**config.mk**
```make
export PLATFORM = sky130hd
export DESIGN_NAME = bts_queue
export DESIGN_NICKNAME = d
export VERILOG_FILES = /design/src/rtl/bts_pkg.sv /design/src/rtl/bts_queue.sv
export SDC_FILE = /design/constraint.sdc
export NUM_CORES = 1
export LEC_CHECK = 0
export ABC_CLOCK_PERIOD_IN_PS = 8600
export BUFFER_PORTS_ARGS = -buffer_cell sky130_fd_sc_hd__buf_2
export CORE_MARGIN = 3
export CORE_UTILIZATION = 47
export CTS_CLUSTER_DIAMETER = 50
export DETAILED_ROUTE_END_ITERATION = 7
export PLACE_DENSITY = 0.75
export SYNTH_ARGS = -nofsm -noshare
export SYNTH_HDL_FRONTEND = slang
export SYNTH_SLANG_ARGS = --single-unit
```
**constraint.sdc**
```tcl
create_clock -name clk -period 8.6 [get_ports clk]
set_input_delay 0.43 -clock clk [delete_from_list [all_inputs] [get_ports clk]]
set_output_delay 0.43 -clock clk [all_outputs]
set_load 0.005 [all_outputs]
```
**src/rtl/bts_pkg.sv**
```systemverilog
// ============================================================================
// bts_pkg: shared types and constants of the bilinear texture sampler
// Holds the configuration, queue beat and front item types, the edge mode
// and opcode codes, and the size clamp used by both axes.
// ============================================================================
package bts_pkg;

    // Default texture limits.
    localparam int DEF_MAX_WIDTH  = 256;
    localparam int DEF_MAX_HEIGHT = 256;

    // Fixed widths of the store and the payload.
    localparam int ADDR_W      = 16;
    localparam int TEXEL_W     = 32;
    localparam int STORE_DEPTH = 65536;
    localparam int CHAN_W      = 8;
    localparam int SRC_W       = 31;
    localparam int HALF_W      = 32;
    localparam int COORD_W     = 24;
    localparam int AXIS_LAT    = COORD_W + 1;
    localparam int SIZE_W      = 9;
    localparam int CALC_W      = 14;
    localparam int FRAC_W      = 8;
    localparam int WEIGHT_W    = 17;
    localparam int SUM_W       = 24;
    localparam int QUEUE_DEPTH = 2;
    localparam int CFG_IDX_W   = 3;
    localparam int CFG_DATA_W  = 9;

    localparam logic [HALF_W-1:0]   HALF_TEXEL  = 32'd128;
    localparam logic [SIZE_W-1:0]   OPACITY_ONE = 9'd256;
    localparam logic [SIZE_W-1:0]   FRAC_ONE    = 9'd256;
    localparam logic [SUM_W-1:0]    ROUND_HALF  = 24'd32768;

    typedef enum logic [1:0] {
        EDGE_NONE    = 2'd0,
        EDGE_PAD     = 2'd1,
        EDGE_REFLECT = 2'd2,
        EDGE_REPEAT  = 2'd3
    } edge_mode_t;

    typedef enum logic {
        OP_WRITE  = 1'b0,
        OP_SAMPLE = 1'b1
    } op_code_t;

    typedef enum logic [CFG_IDX_W-1:0] {
        CFG_IMG_WIDTH  = 3'd0,
        CFG_IMG_HEIGHT = 3'd1,
        CFG_H_MODE     = 3'd2,
        CFG_V_MODE     = 3'd3,
        CFG_OPACITY    = 3'd4,
        CFG_NEAREST    = 3'd5
    } cfg_index_t;

    typedef struct packed {
        logic [SIZE_W-1:0] img_width;
        logic [SIZE_W-1:0] img_height;
        edge_mode_t        h_mode;
        edge_mode_t        v_mode;
        logic [SIZE_W-1:0] opacity;
        logic              nearest_mode;
    } cfg_t;

    // Item as it travels through the front next to the axis units.
    typedef struct packed {
        logic               valid;
        op_code_t           op;
        logic [ADDR_W-1:0]  addr;
        logic [TEXEL_W-1:0] data;
        logic [FRAC_W-1:0]  fx;
        logic [FRAC_W-1:0]  fy;
        logic               far;
    } front_item_t;

    // Beat carried by the queue from the front to the back.
    typedef struct packed {
        op_code_t             op;
        logic [ADDR_W-1:0]    waddr;
        logic [TEXEL_W-1:0]   wdata;
        logic [ADDR_W-1:0]    a00;
        logic [ADDR_W-1:0]    a10;
        logic [ADDR_W-1:0]    a01;
        logic [ADDR_W-1:0]    a11;
        logic [3:0]           ok;
        logic [WEIGHT_W-1:0]  w00;
        logic [WEIGHT_W-1:0]  w10;
        logic [WEIGHT_W-1:0]  w01;
        logic [WEIGHT_W-1:0]  w11;
    } q_entry_t;

    // A size of zero acts as one, a size above the limit acts as the limit.
    function automatic logic [CALC_W-1:0] clamp_size(input logic [SIZE_W-1:0] v,
                                                     input int max_size);
        logic [CALC_W-1:0] res;
        if (v == '0)
            res = CALC_W'(1);
        else if (int'(v) > max_size)
            res = CALC_W'(max_size);
        else
            res = CALC_W'(v);
        return res;
    endfunction

endpackage

```
**src/rtl/bts_queue.sv**
```systemverilog
// ============================================================================
// bts_queue: short queue between front and back
// Keeps the order of beats; the back takes the head whenever one is there.
// ============================================================================
module bts_queue (
    input  logic               clk,
    input  logic               rst_n,
    input  logic               push,
    input  bts_pkg::q_entry_t  push_data,
    input  logic               pop,
    output logic               not_empty,
    output logic               full,
    output bts_pkg::q_entry_t  head
);

    import bts_pkg::*;

    localparam int PTR_W = $clog2(QUEUE_DEPTH);
    localparam int CNT_W = $clog2(QUEUE_DEPTH + 1);

    q_entry_t          mem_reg [0:QUEUE_DEPTH-1];
    logic [PTR_W-1:0]  wr_ptr_reg;
    logic [PTR_W-1:0]  rd_ptr_reg;
    logic [CNT_W-1:0]  count_reg;
    logic              do_push;
    logic              do_pop;

    assign do_push = push && (count_reg != CNT_W'(QUEUE_DEPTH));
    assign do_pop  = pop && (count_reg != '0);

    // Pointers and fill count.
    always_ff @(posedge clk or negedge rst_n)
    begin
        if (!rst_n)
        begin
            wr_ptr_reg <= '0;
            rd_ptr_reg <= '0;
            count_reg  <= '0;
        end
        else
        begin
            if (do_push)
            begin
                wr_ptr_reg <= (wr_ptr_reg == PTR_W'(QUEUE_DEPTH - 1)) ? '0
                              : PTR_W'(wr_ptr_reg + PTR_W'(1));
            end
            if (do_pop)
            begin
                rd_ptr_reg <= (rd_ptr_reg == PTR_W'(QUEUE_DEPTH - 1)) ? '0
                              : PTR_W'(rd_ptr_reg + PTR_W'(1));
            end
            count_reg <= CNT_W'(count_reg + CNT_W'(do_push) - CNT_W'(do_pop));
        end
    end

    // Storage.
    always_ff @(posedge clk)
    begin
        if (do_push)
        begin
            mem_reg[wr_ptr_reg] <= push_data;
        end
    end

    assign not_empty = (count_reg != '0);
    assign full      = (count_reg == CNT_W'(QUEUE_DEPTH));
    assign head      = mem_reg[rd_ptr_reg];

endmodule

```
; ---- Word level (Yosys, flattened, before mapping)
; Memories as Yosys holds them, arrays and structs flattened.
; Cells that the tools add are included.
; W data, S select, Z words.
[word_totals]
inputBits = 189
output_inout_bits = 187
ff_bits = 4
ram_bits = 370
elab_cells = 17
n_memories = 1
[memory_table]
columns = memory, words, width, rd, rd_clocked_by_memory_dff, wr, line_no
row1 = mem_reg, 2, 185, 1, 0, 1, bts_queue.sv:21  ; q_entry_t mem_reg [0:QUEUE_DEPTH-1];
[classes]
reduce_logical = 3
n_eq_ne = 2
n_mux = 4
addsub = 4
[op_table]
columns = op, n
row1 = $mux W1, 4
row2 = $add A1 B1 Y1 const B, 2
row3 = $add A2 B1 Y2, 1
row4 = $eq A2 B2 Y1 const B, 1
row5 = $logic_and A1 B1 Y1, 2
row6 = $ne A2 B2 Y1 const B, 1
row7 = $reduce_bool A2 Y1, 1
row8 = $sub A2 B1 Y2, 1

; ---- Longest topological paths before layout
[logic_depth]
word_depth = 4
depth_mapped = 7
depth_no_buf = 7

; ---- Least setup slack after synthesis
; No wires, ideal clock.
[synth_timing]
kind = flip-flop to flip-flop
from = register count_reg[1]
to = memory mem_reg[0][0] (netlist bit) (enable)
stages_incl_launch_ff = 4
setup_ns = 0.733
synth_period_minus_slack_ns = 8.994
slack_ns = -0.394
arrival_ns = 8.261
required_ns = 7.867
path_cell_list = dfrtp_1 nand2b_1 nand2_1 nor2_1
[synth_between]
elab_chain_cells = 4
[synth_lines]
columns = item, line_no
row1 = "start, declared", bts_queue.sv:24  ; logic [CNT_W-1:0] count_reg;
row2 = "start signal, assigned", bts_queue.sv:52  ; count_reg <= CNT_W'(count_reg + CNT_W'(do_push) - CNT_W'(do_pop));
row3 = $ne A2 B2 Y1, bts_queue.sv:28  ; assign do_push = push && (count_reg != CNT_W'(QUEUE_DEPTH));
row4 = $logic_and A1 B1 Y1, bts_queue.sv:28
row5 = $mux W1, bts_queue.sv:59  ; if (do_push)
row6 = $mux W1 (implied by the code), bts_queue.sv:61  ; mem_reg[wr_ptr_reg] <= push_data;
row7 = "end, declared", bts_queue.sv:21
; No other way between the ends.

; ---- Worst setup path after layout
[layout_timing]
from = register count_reg[1]
to = memory mem_reg[1][82] (netlist bit) (enable)
; Same word-level chain as after synthesis.

==> results_dict.tcl <==
set metrics [dict create \
    outcome "completed" \
    wire_per_inst_um 19.49 \
    drt_iter0_markers 377 \
    critPathArrivalTime_ns 3.52 \
    yosysTopAreaCell "edfxtp_1" \
    skew_ns 0.009034 \
    crit_type "flop to flop" \
    clockBufferDepth 3 \
    setup.worst_path.start_class "flop" \
    cp_common_cell "buf_4" \
    coreArea_um2 29170 \
    cts_root_buf "clkbuf_16" \
    antenna_left 0 \
    total_power_w 0.006021 \
    fin_nets 1189 \
    cp-endpoint "mem_reg[1][82]" \
    worstReg2RegEnd "mem_reg[1][82]" \
    r2r_slack_ns 5.21 \
    fp.dieW_um 179.4 \
    fillCellCount 2156 \
    largest_register_ffs 370 \
    cts_setup_buffers 0 \
    dieArea_um2 32180 \
    initial_core_util 0.4845 \
    syn_inst 594 \
    cp_max_fo 75 \
    worstRegToRegCells 4 \
    areaGrowthSynthToFinish_pct 25.05 \
    gr-total-overflow 0 \
    cpPeakStageDelay_ns 0.90 \
    power.leakage_nw 7.007 \
    worstSetupEndpointType "flop" \
    crit_start "count_reg[1]" \
    slowest_stage "buf_4" \
    hpwl_um 18200 \
    gp_congestion 0.7197 \
    setup_viol 0 \
    grt_pass1_vias 7365 \
    crit_path_cell_trace "nand2b_1, and3_4, buf_4, buf_4" \
    period_minus_slack_ns 3.394 \
    clk_latency_ns 0.51 \
    r2r-start "count_reg[1]" \
    setup_tns_ns 0 \
    final_layout_size_suffix_gt1_frac 0.6103 \
    cts_htree_levels 2 \
    fin_crit_sh 0.3946 \
    io_pins 376 \
    tightest_slew_ns 1.159 \
    synth_cell_types 16 \
    place_ws_ns 5.175 \
    finalWirelength_um 27700 \
    via_count 6951 \
    grt_usage 0.1629 \
    grt_pass1_wl_um 40040 \
    hold_viol 0 \
    grt_max_degree 146 \
    cts_tree "done" \
    clock-sinks 374 \
    io_buffers 375 \
    synth_area_leaders "edfxtp_1, mux2_4, mux2_2" \
    synthesis.area_um2 14130 \
    setup_ws_ns 5.206 \
    cts_buffers 41 \
    syn_area_per_cell_um2 23.79 \
    vias_per_cell 4.892 \
    yosysTopAreaCellShare 0.7863 \
    hold_class "primary input to flop" \
    rsz0062_at_grt "no" \
    slew_headroom 0.2270 \
    clk_pin_slew_ns 0.06 \
    fmax_ghz 0.2947 \
    die_h_um 179.4 \
    synth_nets 785 \
    drc 0 \
    synth_seq_cells 374 \
    yosys_warnings 0 \
    final_max_slew_viol_count 0 \
    cap_violations 0 \
    dr.pass1.iters 5 \
    yosysSeqAreaShare 0.7933 \
    ir_drop_v 0.0003155 \
    antenna_found_initial 11 \
    power_density_nw_per_um2 340.7 \
    row_count 62 \
    required_ns 8.73 \
]
==> synth_stat cells (all sizes together) <==
master / instances
edfxtp: 370
mux2: 185
buf: 21
dfrtp: 4
xnor2: 3
ha: 2
inv: 2
and2: 1
and3: 1
nand2: 1
nand2b: 1
nor2: 1
or2: 1
xor2: 1
==> final cells by class <==
| class | count | area, um2 | share of cell area |
|---|---|---|---|
| flip-flops and latches | 374 | 11210 | 0.6346 |
| multi-input cells | 197 | 2714 | 0.1536 |
| repair buffers | 382 | 1944 | 0.1100 |
| clock buffers | 51 | 1106 | 0.06259 |
| well taps | 384 | 480.5 | 0.02719 |
| clock inverters | 23 | 183.9 | 0.01041 |
| diodes | 8 | 20.02 | 0.001133 |
| inverters | 2 | 7.507 | 0.0004248 |
==> placed cells by master (no fill, tap or decap), types with 3 or more instances in the layout <==
cell type	netlist	routed
clkbuf_1	0	8
dfrtp_1	4	3
edfxtp_1	370	370
mux2_2	45	45
inv_6	0	4
mux2_4	140	140
buf_2	4	375
buf_4	0	5
xnor2_1	3	3
clkinv_1	0	8
clkbuf_16	0	43
diode_2	0	8
clkinv_2	0	5
clkinv_4	0	3
==> worst min path at each step <==
| stage | from | to | slack, ns | cells past startpoint |
|---|---|---|---|---|
| after floorplan | rst_n | count_reg[0] | 0.13 | 0 |
| after global placement | rst_n | wr_ptr_reg | 0.24 | 1 |
| after detailed placement | rst_n | count_reg[0] | 0.24 | 1 |
| after CTS | push_data[5] | mem_reg[0][5] | 0.07 | 1 |
| after global routing | push_data[180] | mem_reg[1][180] | 0.08 | 1 |
| final | push_data[94] | mem_reg[1][94] | 0.10 | 1 |
==> metrics by stage <==
step                        util  hold slack, ns  std cells  area, um2
after global placement    0.5606          0.2402       1338      16350
after detailed placement  0.5606          0.2445       1338      16350
after CTS                 0.6051         0.06707       1413      17650
final                     0.6058          0.1030       1421      17670
after floorplan                -          0.1344        594      14130
after global routing      0.6055         0.07723       1417      17660
==> critical path, delay by kind of cell, from the launching register on <==
family,cells,cell delay [ns]
flip-flops,1,0.40
AND/OR/NAND/NOR,2,0.91
buffers and inverters,2,1.57
==> cells by family (layout without fill, tap and decap cells) <==
kind of cell / Yosys count / in the layout / synth area share
flip-flops: 374 / 374 / 0.7933
multiplexers: 185 / 185 / 0.1846
buffers and inverters: 23 / 458 / 0.01549
AND/OR/NAND/NOR: 6 / 6 / 0.002303
XOR/XNOR: 4 / 4 / 0.002480
adder cells (fa/ha/maj): 2 / 2 / 0.001771
other: 0 / 8 / 0
==> where the power goes <==
| group | switching [W] | total (W) | internal [W] |
|---|---|---|---|
| clock network | 0.000672 | 0.00165 | 0.000978 |
| registers | 0.000139 | 0.00264 | 0.00250 |
| logic | 0.000804 | 0.00173 | 0.000930 |
| total | 0.00162 | 0.00602 | 0.00441 |
==> timing repair <==
action | in CTS | in global routing
hold buffers | 1 | 0
hold endpoints to repair | 4 | 0
resized for setup | 0 | 0
==> layer usage <==
metal  part of all wire  track usage  vias up
met1               0.35       0.1835     3389
li1                   -            -     3200
met4              0.032      0.06540       12
met5             0.0025            0        -
met3               0.10      0.05731       73
met2               0.51       0.2839      277
Power figures use the tool's default switching activity.
